### src/hdl/chon_pkg.sv
`timescale 1ns / 1ps
// ----------------------------------------------------------------------------
// chon_pkg
// Shared sizes, command and configuration types and Q8.24 helpers of the
// coupled Hopf oscillator network.
// ----------------------------------------------------------------------------
package chon_pkg;

    localparam int NUM_OSC     = 8;
    localparam int IDX_W       = (NUM_OSC > 1) ? $clog2(NUM_OSC) : 1;
    localparam int PAIRS       = NUM_OSC * NUM_OSC;
    localparam int PAIR_W      = (PAIRS > 1) ? $clog2(PAIRS) : 1;
    localparam int MAX_RES     = 8;
    localparam int REPORT_N    = (NUM_OSC < MAX_RES) ? NUM_OSC : MAX_RES;
    localparam int ACC_W       = 32 + IDX_W + 1;
    localparam int SAT_W       = 72;
    localparam int QUEUE_DEPTH = 4;
    localparam int QPTR_W      = 2;
    localparam int DIV_STEPS   = 31;
    localparam int DCNT_W      = 5;

    localparam int IN_W        = 192;
    localparam int OUT_W       = 72;
    localparam int CFG_IDX_W   = 3;

    localparam logic signed [31:0] Q_ONE = 32'sh0100_0000;
    localparam logic signed [31:0] Q_MAX = 32'sh7fff_ffff;
    localparam logic signed [31:0] Q_MIN = 32'sh8000_0000;

    localparam logic [1:0] FUNC_PAIR = 2'd0;
    localparam logic [1:0] FUNC_OSC  = 2'd1;
    localparam logic [1:0] FUNC_STEP = 2'd2;

    localparam logic [CFG_IDX_W-1:0] CFG_LAMBDA = 3'd0;
    localparam logic [CFG_IDX_W-1:0] CFG_OMEGA  = 3'd1;
    localparam logic [CFG_IDX_W-1:0] CFG_SIGMA  = 3'd2;
    localparam logic [CFG_IDX_W-1:0] CFG_H      = 3'd3;
    localparam logic [CFG_IDX_W-1:0] CFG_GAIN   = 3'd4;

    typedef enum logic [1:0] {OP_PAIR, OP_OSC, OP_STEP} t_op;

    typedef struct packed {
        t_op                op;
        logic [IDX_W-1:0]   row;
        logic [PAIR_W-1:0]  pair;
        logic signed [31:0] weight;
        logic signed [25:0] cos_p;
        logic signed [25:0] sin_p;
        logic signed [31:0] u;
        logic signed [31:0] v;
        logic [30:0]        radius;
    } t_cmd;

    typedef struct packed {
        logic signed [31:0] lambda;
        logic signed [31:0] omega;
        logic signed [31:0] sigma;
        logic [30:0]        h;
        logic signed [31:0] gain;
    } t_cfg;

    function automatic logic signed [31:0] sat32(input logic signed [SAT_W-1:0] x);
        logic signed [31:0] r;
        if (x > SAT_W'(Q_MAX)) begin
            r = Q_MAX;
        end else if (x < SAT_W'(Q_MIN)) begin
            r = Q_MIN;
        end else begin
            r = x[31:0];
        end
        return r;
    endfunction

    function automatic logic signed [31:0] mulq(input logic signed [63:0] p);
        return sat32(SAT_W'(p >>> 24));
    endfunction

endpackage

### src/hdl/chon_front.sv
`timescale 1ns / 1ps
// ----------------------------------------------------------------------------
// chon_front
// Accepts requests and configuration writes, drops requests that do nothing
// and queues the rest as commands for the back end.
// ----------------------------------------------------------------------------
module chon_front import chon_pkg::*; (
    input  logic                 i_clk,
    input  logic                 i_rst_n,
    input  logic                 s_axis_tvalid,
    output logic                 s_axis_tready,
    input  logic [IN_W-1:0]      s_axis_tdata,
    input  logic [1:0]           s_axis_tuser,
    input  logic                 i_cfg_valid,
    output logic                 o_cfg_ready,
    input  logic [CFG_IDX_W-1:0] i_cfg_index,
    input  logic [31:0]          i_cfg_data,
    output t_cfg                 o_cfg,
    input  logic                 i_full,
    output logic                 o_push,
    output t_cmd                 o_cmd
);

    t_cfg        r_cfg;
    logic [2:0]  row;
    logic [2:0]  col;
    logic        row_ok;
    logic        col_ok;
    logic        keep;

    assign row    = s_axis_tdata[2:0];
    assign col    = s_axis_tdata[5:3];
    assign row_ok = 32'(row) < NUM_OSC;
    assign col_ok = 32'(col) < NUM_OSC;

    always_comb begin
        o_cmd        = '0;
        o_cmd.row    = IDX_W'(row);
        o_cmd.pair   = PAIR_W'(32'(row) * NUM_OSC + 32'(col));
        o_cmd.weight = $signed(s_axis_tdata[37:6]);
        o_cmd.cos_p  = $signed(s_axis_tdata[63:38]);
        o_cmd.sin_p  = $signed(s_axis_tdata[89:64]);
        o_cmd.u      = $signed(s_axis_tdata[121:90]);
        o_cmd.v      = $signed(s_axis_tdata[153:122]);
        o_cmd.radius = (s_axis_tdata[184:154] == '0) ? 31'd1 : s_axis_tdata[184:154];
        keep         = 1'b0;
        unique case (s_axis_tuser)
            FUNC_PAIR: begin
                o_cmd.op = OP_PAIR;
                keep     = row_ok && col_ok;
            end
            FUNC_OSC: begin
                o_cmd.op = OP_OSC;
                keep     = row_ok;
            end
            FUNC_STEP: begin
                o_cmd.op = OP_STEP;
                keep     = 1'b1;
            end
            default: begin
                o_cmd.op = OP_STEP;
                keep     = 1'b0;
            end
        endcase
    end

    assign s_axis_tready = !i_full;
    assign o_push        = s_axis_tvalid && !i_full && keep;

    always_ff @(posedge i_clk) begin
        if (!i_rst_n) begin
            r_cfg.lambda <= Q_ONE;
            r_cfg.omega  <= '0;
            r_cfg.sigma  <= Q_ONE;
            r_cfg.h      <= 31'd167772;
            r_cfg.gain   <= Q_ONE;
        end else if (i_cfg_valid) begin
            unique case (i_cfg_index)
                CFG_LAMBDA: r_cfg.lambda <= $signed(i_cfg_data);
                CFG_OMEGA:  r_cfg.omega  <= $signed(i_cfg_data);
                CFG_SIGMA:  r_cfg.sigma  <= $signed(i_cfg_data);
                CFG_H:      r_cfg.h      <= i_cfg_data[30:0];
                CFG_GAIN:   r_cfg.gain   <= $signed(i_cfg_data);
                default: ;
            endcase
        end
    end

    assign o_cfg_ready = 1'b1;
    assign o_cfg       = r_cfg;

endmodule

### config.mk
export PLATFORM = sky130hd
export DESIGN_NAME = chon_front
export DESIGN_NICKNAME = d
export VERILOG_FILES = /design/src/hdl/chon_pkg.sv /design/src/hdl/chon_front.sv
export SDC_FILE = /design/constraint.sdc
export NUM_CORES = 1
export LEC_CHECK = 0
export ABC_AREA = 1
export BUFFER_PORTS_ARGS = -buffer_cell sky130_fd_sc_hd__buf_2
export CAP_MARGIN = 10
export CORE_AREA = 2 2 230 232
export CTS_CLUSTER_DIAMETER = 80
export DETAILED_ROUTE_END_ITERATION = 12
export DIE_AREA = 0 0 232 234
export GPL_TIMING_DRIVEN = 0
export PLACE_DENSITY = 0.44
export SLEW_MARGIN = 20
export SYNTH_ARGS = -nofsm -noshare
export SYNTH_HDL_FRONTEND = slang
export SYNTH_SLANG_ARGS = --single-unit
### constraint.sdc
create_clock -name i_clk -period 1.1 [get_ports i_clk]
set_input_delay 0.22 -clock i_clk [delete_from_list [all_inputs] [get_ports i_clk]]
set_output_delay 0.22 -clock i_clk [all_outputs]
set_load 0.005 [all_outputs]
==> metrics.yaml <==
outcome: "finished, violations left"
violations: "setup timing"
synth_area_um2: 6980
clkLatencyLatePin_ps: 470
grt-ovfl-total: 0
cp-startpoint: "o_cfg[126]"
cp-start-kind: "flip-flop"
cp_data_required_time_ps: 880
drt_wl_total_mm: 36.4
post-route-drc-count: 0
ir_drop_mv: 1.10
setup_viol: 160
numCtsBuffers: 17
final_nets: 1615
seqCellArea_um2: 3380
fin_skew_ps: 0
maxCapViolations: 0
postSynthAreaPerCell_um2: 7.58
fin_cells: 2083
drive_above_1_share: 0.599
place_inst: 2030
worstSetupPathType: "flip-flop to output pin"
ys_types: 19
max_stage_delay_ps: 340
antenna_found_initial: 5
hold_start: "i_cfg_data[22]"
place_congestion: 0.806
path_max_fanout: 2
crit_slowest_cell: "dfxtp_2"
port_buffers: 422
p_clk_frac: 0.429
cp_top_family: "flip-flops"
layout_common_cells: "buf_2 (316), nor2_1 (246), buf_4 (182), dfxtp_2 (159), buf_6 (120)"
grt.total_usage: 0.129
cp_num_buf_inv: 1
final_common_cell: "buf_2"
start_util: 0.134
slew_violations: 0
clock.fmax_mhz: 846
grt_pass1_wl_mm: 47.8
rsz0062_at_grt: "true"
combPwrFrac: 0.155
ant_nets: 0
die-height_um: 234
synth_nets: 1154
finalCriticalPeriod_ps: 1180
multi_input_area_um2: 2190
die_width_um: 232
grt_max_degree: 17
min_path_type: "input port to flip-flop"
p_int_w: 0.0106
hold_viol: 0
power.switching_w: 0.00405
core-area_um2: 52000
r2r-start: "o_cfg[151]"
crit_path_end_kind: "output pin"
avgRoutedWirePerCell_um: 17.5
swShare: 0.276
cts_buffer_depth: 2
clockRootBuffer: "clkbuf_16"
cts_tree: "built"
path_cells: "buf_6"
drtPass1Iterations: 4
slew_headroom: 0.400
power_w: 0.0147
via_per_inst: 3.58
num_vias: 7466
largest_register_ffs: 159
synth-seq-cells: 159
setup_ws_ps: -81.9
clkSinkCount: 159
ys_seq_area_frac: 0.456
powerDensity_nw_per_um2: 1260
fillerInstances: 5819
postSynthCellCount: 920
clk_pin_slew_ps: 80
row_count: 84
cts.htree.levels: 4
worstPathArrival_ps: 960
yosys_warnings: 0
area_delta_synth_final_pct: 67.6
worst_slew_pin_slew_ps: 900
die_area_um2: 54300
grt_pass1_vias: 6883
fin_crit_sh: 1.07
leakagePower_nw: 5.59
dpl.hpwl_mm: 28.6
io_pins: 586
p_seq_frac: 0.416
tns_ps: -5970
drt-initial-drc-count: 261
==> repair_timing <==
action / in CTS / in global routing
endpoints found under the hold margin: 9 / 0
endpoints found under the setup margin: 181 / 196
resized for setup: 274 / 46
buffers inserted: 8 / 4
hold buffers: 8 / 0
pin swaps: 5 / 0
==> per-layer routing <==
layer | vias to the layer above | wire (um) | global-route usage
li1 | 3641 | - | -
met1 | 3457 | 14500 | 0.142
met2 | 331 | 18300 | 0.227
met3 | 31 | 2990 | 0.0508
met4 | 6 | 570 | 0.0401
met5 | - | 42 | 0
==> final timing paths <==
path | to | slack [ps] | depth (start not counted)
worst min-delay path | o_cfg[54] | 40 | 3
worst min register to register | o_cfg[49] | 460 | 2
worst max register to register | o_cfg[151] | 390 | 3
worst max-delay path | o_cfg[126] | -80 | 1
==> metrics by stage <==
step	utilization	hold WS [ps]	worst slack, ps	area (um2)
floorplan	-	333	86.6	6980
global placement	0.191	450	-721	9950
detailed placement	0.191	452	-727	9950
CTS	0.221	4.34	-129	11500
global route	0.225	31.6	-136	11700
finish	0.225	44.0	-81.9	11700
==> logic make-up after synthesis <==
logic type	Yosys count	synth area share
other cells	1	0.000538
flops	159	0.456
compound gates	161	0.117
simple gates	345	0.194
buf+inv	254	0.232
==> cell usage after synthesis, drive strengths merged <==
cell / number / area, um2
nor2: 253 / 972
nand2: 79 / 302
conb: 1 / 3.75
a21oi: 32 / 160
o21ai: 126 / 631
nand3: 13 / 80.1
o211ai: 3 / 22.5
inv: 20 / 80.1
buf: 180 / 1340
clkbuf: 54 / 203
dfxtp: 159 / 3180
==> power groups by stage <==
stage               registers, W  clock network (W)  logic, W
floorplan                0.00618                  0  0.000953
global placement         0.00616                  0   0.00211
detailed placement       0.00617                  0   0.00212
CTS                      0.00610            0.00659   0.00229
global route             0.00613            0.00680   0.00250
finish                   0.00611            0.00630   0.00227
==> layout make-up <==
class                      count  share of cell area
multi-input combinational    507               0.188
inverter                      20             0.00706
antenna                        1            0.000214
timing repair buffer         442               0.258
sequential                   159               0.289
tap                          688              0.0736
clock buffer                  19              0.0379
clock inverter                13              0.0132
buffer                       234               0.133
(Power assumes the default switching activity.)
