<file path="src/hdl/chon_pkg.sv">
`timescale 1ns / 1ps
// ----------------------------------------------------------------------------
// chon_pkg
// Shared sizes, command and configuration types and Q8.24 helpers of the
// coupled Hopf oscillator network.
// ----------------------------------------------------------------------------
package chon_pkg;

    localparam int NUM_OSC     = 8;
    localparam int IDX_W       = (NUM_OSC > 1) ? $clog2(NUM_OSC) : 1;
    localparam int PAIRS       = NUM_OSC * NUM_OSC;
    localparam int PAIR_W      = (PAIRS > 1) ? $clog2(PAIRS) : 1;
    localparam int MAX_RES     = 8;
    localparam int REPORT_N    = (NUM_OSC < MAX_RES) ? NUM_OSC : MAX_RES;
    localparam int ACC_W       = 32 + IDX_W + 1;
    localparam int SAT_W       = 72;
    localparam int QUEUE_DEPTH = 4;
    localparam int QPTR_W      = 2;
    localparam int DIV_STEPS   = 31;
    localparam int DCNT_W      = 5;

    localparam int IN_W        = 192;
    localparam int OUT_W       = 72;
    localparam int CFG_IDX_W   = 3;

    localparam logic signed [31:0] Q_ONE = 32'sh0100_0000;
    localparam logic signed [31:0] Q_MAX = 32'sh7fff_ffff;
    localparam logic signed [31:0] Q_MIN = 32'sh8000_0000;

    localparam logic [1:0] FUNC_PAIR = 2'd0;
    localparam logic [1:0] FUNC_OSC  = 2'd1;
    localparam logic [1:0] FUNC_STEP = 2'd2;

    localparam logic [CFG_IDX_W-1:0] CFG_LAMBDA = 3'd0;
    localparam logic [CFG_IDX_W-1:0] CFG_OMEGA  = 3'd1;
    localparam logic [CFG_IDX_W-1:0] CFG_SIGMA  = 3'd2;
    localparam logic [CFG_IDX_W-1:0] CFG_H      = 3'd3;
    localparam logic [CFG_IDX_W-1:0] CFG_GAIN   = 3'd4;

    typedef enum logic [1:0] {OP_PAIR, OP_OSC, OP_STEP} t_op;

    typedef struct packed {
        t_op                op;
        logic [IDX_W-1:0]   row;
        logic [PAIR_W-1:0]  pair;
        logic signed [31:0] weight;
        logic signed [25:0] cos_p;
        logic signed [25:0] sin_p;
        logic signed [31:0] u;
        logic signed [31:0] v;
        logic [30:0]        radius;
    } t_cmd;

    typedef struct packed {
        logic signed [31:0] lambda;
        logic signed [31:0] omega;
        logic signed [31:0] sigma;
        logic [30:0]        h;
        logic signed [31:0] gain;
    } t_cfg;

    function automatic logic signed [31:0] sat32(input logic signed [SAT_W-1:0] x);
        logic signed [31:0] r;
        if (x > SAT_W'(Q_MAX)) begin
            r = Q_MAX;
        end else if (x < SAT_W'(Q_MIN)) begin
            r = Q_MIN;
        end else begin
            r = x[31:0];
        end
        return r;
    endfunction

    function automatic logic signed [31:0] mulq(input logic signed [63:0] p);
        return sat32(SAT_W'(p >>> 24));
    endfunction

endpackage

</file>
<file path="src/hdl/chon_queue.sv">
`timescale 1ns / 1ps
// ----------------------------------------------------------------------------
// chon_queue
// Short command queue between the front and back ends.
// ----------------------------------------------------------------------------
module chon_queue import chon_pkg::*; (
    input  logic i_clk,
    input  logic i_rst_n,
    input  logic i_push,
    input  t_cmd i_cmd,
    output logic o_full,
    input  logic i_pop,
    output logic o_valid,
    output t_cmd o_cmd
);

    t_cmd              r_mem [QUEUE_DEPTH];
    logic [QPTR_W-1:0] r_wr;
    logic [QPTR_W-1:0] r_rd;
    logic [QPTR_W:0]   r_cnt;

    assign o_full  = r_cnt == (QPTR_W + 1)'(QUEUE_DEPTH);
    assign o_valid = r_cnt != '0;
    assign o_cmd   = r_mem[r_rd];

    always_ff @(posedge i_clk) begin
        if (i_push) begin
            r_mem[r_wr] <= i_cmd;
        end
        if (!i_rst_n) begin
            r_wr  <= '0;
            r_rd  <= '0;
            r_cnt <= '0;
        end else begin
            if (i_push) begin
                r_wr <= r_wr + 1'b1;
            end
            if (i_pop) begin
                r_rd <= r_rd + 1'b1;
            end
            r_cnt <= r_cnt + (QPTR_W + 1)'(i_push) - (QPTR_W + 1)'(i_pop);
        end
    end

endmodule

</file>
<file path="config.mk">
export PLATFORM = sky130hd
export DESIGN_NAME = chon_queue
export DESIGN_NICKNAME = d
export VERILOG_FILES = /design/src/hdl/chon_pkg.sv /design/src/hdl/chon_queue.sv
export SDC_FILE = /design/constraint.sdc
export NUM_CORES = 1
export LEC_CHECK = 0
export ABC_AREA = 0
export BUFFER_PORTS_ARGS = -buffer_cell sky130_fd_sc_hd__clkbuf_2
export CORE_MARGIN = 4
export CORE_UTILIZATION = 57
export CTS_CLUSTER_DIAMETER = 80
export DETAILED_ROUTE_END_ITERATION = 6
export PLACE_DENSITY = 0.79
export RECOVER_POWER = 50
export SLEW_MARGIN = 0
export SYNTH_ARGS = -nofsm -noshare
export SYNTH_HDL_FRONTEND = slang
export SYNTH_SLANG_ARGS = --single-unit
</file>
<file path="constraint.sdc">
create_clock -name i_clk -period 7.5 [get_ports i_clk]
set_input_delay 0.75 -clock i_clk [delete_from_list [all_inputs] [get_ports i_clk]]
set_output_delay 0.75 -clock i_clk [all_outputs]
set_load 0.005 [all_outputs]
</file>
==> flow_summary.ini, run 1 <==
[critical_path]
ff2ff_path_depth = 5
slowest_delay_ps = 1870
cp_max_fo = 48
cp_cell_sequence = inv_1 > ha_1 > and2_0 > buf_4 > buf_4
worstSetupEndpointType = flip-flop
reg2reg_slack_ps = 3060
startpoint_type = flip-flop
timing.rr.start = r_wr[0]
cp-startpoint = r_wr[0]
cp.required_ps = 7730
critPathBufInv = 3
crit_top_cell = buf_4
critPathArrivalTime_ps = 4670
crit_family = simple AND/OR/NAND/NOR gates
r2r-end = r_mem[0][22]
crit_slowest_cell = and2_0
worstSetupPathType = reg -> reg

[detailed_routing]
dr_total_vias = 12600
drt-pass1-iter-count = 4
viasPerCell = 5.86
drc = 0
ant_nets = 0
avgRoutedWirePerCell_um = 25.5
wirelength_um = 54800
drt-initial-drc-count = 947

[yosys]
synth_seq_cells = 769
synth.distinct_cells = 20
syn_inst = 1035
yosysTopAreaCell = edfxtp_1
synth_area_leaders = edfxtp_1, mux4_2, dfxtp_1
syn_nets = 1236
ys_seq_area_frac = 0.827
syn_area_um2 = 27800
yosysWarnings = 0
syn_avg_cell_area_um2 = 26.9
synth_top_area_share = 0.821

[placement]
dp_slack_ps = 4040
portBuffers = 385
post_dp_cell_area_um2 = 30400
place_congestion = 0.750
hpwl_um = 32300

[timing]
fin_setup_tns_ps = 0
report.final.slew_viol_count = 73
min_period_over_period = 0.592
max_freq_ghz = 0.225
clock_skew_ps = 22.8
worstMarginPinSlew_ps = 2860
grt_setup_unrepaired = false
hold_violations = 0
slew_headroom = -0.905
setup_violations = 0
fin_ws_ps = 3060
min_period_ps = 4440

[die]
die_w_um = 229
io_pins = 386
die-area_um2 = 52400
die_h_um = 229
start_util = 0.580
rows = 80
core_um2 = 47900

[clocking]
clock_sinks = 769
holdBufCountCts = 0
clk-insertion-delay-late_ps = 610
path_clk_slew_ps = 60
cts_setup_buffers = 0
cts_buffers = 75
cts_tree = yes
cts_resized = 0
cts_max_level = 3
cts_buffer_depth = 3
clockRootBuffer = clkbuf_16

[global_route]
antenna_found_initial = 14
track_usage = 0.212
grt-ovfl-total = 0
grt_max_degree = 107
grt_pass1_wl_um = 83700
grt_pass1_vias = 13500

[hold_path]
hold_class = in -> reg
hold_depth = 2
min-delay-start = i_rst_n
min_to = r_cnt[1]

[power]
vdd_drop_max_mv = 0.227
powerDensity_nw_per_um2 = 288
total_power_mw = 9.36
p_leak_nw = 10.5

[cells_and_area]
stdcell_area_um2 = 32500
final_nets = 1669
drive_gt1_frac = 0.330
fin_util = 0.678
syn2layout_area_growth_pct = 16.9
layout_commonest_cell = edfxtp_1
n_fill_cell = 2945
final_cell_mix = edfxtp_1, clkbuf_1, clkbuf_2, mux4_2, clkbuf_16

[status]
status = finished with violations
violations = capacitance limit, slew limit

[flow_run]
cap_violations = 2
-- cell type report --
type / count / area, um^2 / area share
Multi-Input combinational cell: 217 / 4520 / 0.139
Clock inverter: 42 / 338 / 0.0104
Antenna cell: 5 / 12.5 / 0.000385
Tap cell: 615 / 769 / 0.0237
Sequential cell: 769 / 23000 / 0.708
Timing Repair Buffer: 398 / 1810 / 0.0557
Inverter: 7 / 26.3 / 0.000808
Clock buffer: 95 / 2020 / 0.0620
-- state kept, by name, indices dropped and copies added (netlist names), named ones only --
signal / flops
r_cnt: 3
r_wr: 2
r_mem: 760
r_rd: 2
-- layer usage --
| metal | vias to the layer above | global-route usage | share of wire |
|---|---|---|---|
| li1 | 5376 | - | - |
| met1 | 6596 | 0.285 | 0.38 |
| met2 | 501 | 0.333 | 0.49 |
| met3 | 91 | 0.0793 | 0.10 |
| met4 | 18 | 0.0628 | 0.020 |
| met5 | - | 0 | 0.0020 |
-- kinds of logic after synthesis --
kind of cell,count (synthesis),share of synthesized area
XOR/XNOR,3,0.00148
multiplexers,191,0.154
buffers and inverters,49,0.0106
flip-flops,769,0.827
AND/OR/NAND/NOR,14,0.00274
adder cells (fa/ha/maj),7,0.00342
AO/OA/AOI/OAI,2,0.000540
-- report_power, final --
part,internal (mW),switching [mW],leakage [nW]
Clock,2.05,1.51,1.15
Sequential,4.95,0.0704,7.06
Combinational,0.368,0.415,2.29
Total,7.36,1.99,10.5
-- worst max path at each step --
| stage | to | slack [ps] | cells past startpoint |
|---|---|---|---|
| global placement | o_cmd[91] | 4080 | 3 |
| detailed placement | o_cmd[103] | 4040 | 3 |
| CTS | o_cmd[103] | 3340 | 3 |
| global route | r_mem[0][22] | 2690 | 5 |
| finish | r_mem[0][22] | 3060 | 5 |
| floorplan | r_mem[0][0] | 1860 | 1 |
-- cells in the mapped netlist --
library cell and n:
buf_1 8, inv_1 7, fa_1 1, and2_1 6
ha_1 6, nand3b_1 1, clkbuf_1 1, a21bo_2 1
and3_1 1, a21oi_1 1, nor2_1 5, buf_2 22
buf_6 11, mux2i_1 1, or3_1 1, dfxtp_1 9
mux4_2 190, edfxtp_1 760, xor3_1 1, xnor2_1 2
-- through the flow --
| stage | instances | hold WS, ps |
|---|---|---|
| floorplan | 1035 | 499 |
| global placement | 2006 | 519 |
| detailed placement | 2006 | 548 |
| CTS | 2143 | 308 |
| global route | 2145 | 376 |
| finish | 2148 | 386 |
-- worst register-to-register path, delay by kind of cell, from the launching register on --
kind	cells	cell delay, ps
buf+inv	3	1660
simple gates	1	1870
fa+ha+maj	1	140
flops	1	350
Note: power is estimated with default switching activity, not from simulation.
==> inputs of run 2 (changes only) <==
==> constraint.sdc (replaced) <==
create_clock -name i_clk -period 4.35 [get_ports i_clk]
set_input_delay 0.435 -clock i_clk [delete_from_list [all_inputs] [get_ports i_clk]]
set_output_delay 0.435 -clock i_clk [all_outputs]
set_load 0.005 [all_outputs]
==> flow_summary.ini, run 2 (synthesis gave the netlist of run 1 again) <==
[critical_path]
reg2reg_slack_ps = 920
worstSetupPathType = reg -> reg
slowest_delay_ps = 1700
critPathArrivalTime_ps = 3660
worstSetupEndpointType = flip-flop
cp.required_ps = 4570
cp_max_fo = 41
cp_cell_sequence = ha_1 > and2_0 > buf_4
crit_slowest_cell = and2_0
startpoint_type = flip-flop

[global_route]
grt_max_degree = 80
track_usage = 0.217
grt_pass1_vias = 13400
antenna_found_initial = 11
grt_pass1_wl_um = 84900
grt-ovfl-total = 0

[cells_and_area]
final_nets = 1681
final_cell_mix = edfxtp_1, clkbuf_1, clkbuf_2, mux4_2, clkbuf_16
ff_latch_area_um2 = 23000
layout_commonest_cell = edfxtp_1
drive_gt1_frac = 0.333
multiInputGateArea_um2 = 4520
largest_reg_flops = 760
n_fill_cell = 2947
largestRegisters = r_mem: 760 flops, r_cnt: 3 flops
largest_register = r_mem
syn2layout_area_growth_pct = 17.6

[detailed_routing]
drt-initial-drc-count = 973
drc = 0
viasPerCell = 5.88
drt-pass1-iter-count = 6
avgRoutedWirePerCell_um = 26.0
ant_nets = 0
wirelength_um = 56200
dr_total_vias = 12700

[power]
vdd_drop_max_mv = 0.585
p_leak_nw = 10.6
powerDensity_nw_per_um2 = 493

[timing]
min_period_over_period = 0.789
holdWs_ps = 64.6
fin_setup_tns_ps = 0
max_freq_ghz = 0.291
report.final.slew_viol_count = 63
hold_violations = 0
clock_skew_ps = 15.2
min_period_ps = 3430
setup_violations = 0
grt_setup_unrepaired = false
worstMarginPinSlew_ps = 2350
slew_headroom = -0.563

[clocking]
clockRootBuffer = clkbuf_16
clk-insertion-delay-late_ps = 600
cts_buffer_depth = 3
cts_setup_buffers = 0
cts_tree = yes
cts_max_level = 3
cts_buffers = 77
holdBufCountCts = 0
cts_resized = 0
clock_sinks = 769
path_clk_slew_ps = 60

[placement]
portBuffers = 385
place_congestion = 0.749
hpwl_um = 33200

[hold_path]
hold_class = in -> reg

[status]
violations = capacitance limit, slew limit
status = finished with violations

[die]
die-area_um2 = 52400
die_w_um = 229
core_um2 = 47900
io_pins = 386
start_util = 0.580
rows = 80
die_h_um = 229

[flow_run]
cap_violations = 2
[run 2: power breakdown]
group	leakage, nW	total [mW]	switching (mW)	internal (mW)
logic	2.38	1.38	0.723	0.661
registers	7.06	8.65	0.125	8.52
clock network	1.13	6.08	2.59	3.49
total	10.6	16.1	3.44	12.7
[run 2: cell type report]
| cell class | instances | share of cell area |
|---|---|---|
| antenna | 7 | 0.000536 |
| clock buffer | 99 | 0.0634 |
| clock inverter | 39 | 0.00796 |
| inverter | 7 | 0.000803 |
| multi-input combinational | 217 | 0.138 |
| sequential | 769 | 0.704 |
| tap | 615 | 0.0235 |
| timing repair buffer | 408 | 0.0619 |
[run 2: metrics by stage]
step | instances | util | power [mW] | area [um^2] | worst slack (ps)
final | 2161 | 0.682 | 16.1 | 32700 | 917
after global routing | 2155 | 0.682 | 16.7 | 32700 | 550
after CTS | 2154 | 0.687 | 16.3 | 32900 | 1100
after detailed placement | 2016 | 0.638 | 10.2 | 30600 | 1780
after global placement | 2016 | 0.638 | 10.2 | 30600 | 1800
after floorplan | 1035 | - | 9.54 | 27800 | 1040
[run 2: worst max-delay path: cells and delay by family, from the launching register on]
kind | cells | cell delay, ps
flops | 1 | 410
fa+ha+maj | 1 | 160
simple gates | 1 | 1700
buf+inv | 1 | 760
[run 2: final timing paths]
kind	endpoint	start	cells after the start
worst min-delay path	r_cnt[1]	i_rst_n	2
worst min register to register	flip-flop	r_rd[1]	2
worst max register to register	r_mem[3][140]	r_wr[0]	3
worst max-delay path	r_mem[3][140]	r_wr[0]	3
[run 2: per-layer routing]
| layer | vias to the layer above | track usage | share of wire |
|---|---|---|---|
| met5 | - | 0 | 0.0013 |
| met3 | 91 | 0.0739 | 0.089 |
| met4 | 12 | 0.0502 | 0.019 |
| met1 | 6658 | 0.291 | 0.38 |
| met2 | 538 | 0.352 | 0.51 |
| li1 | 5397 | - | - |
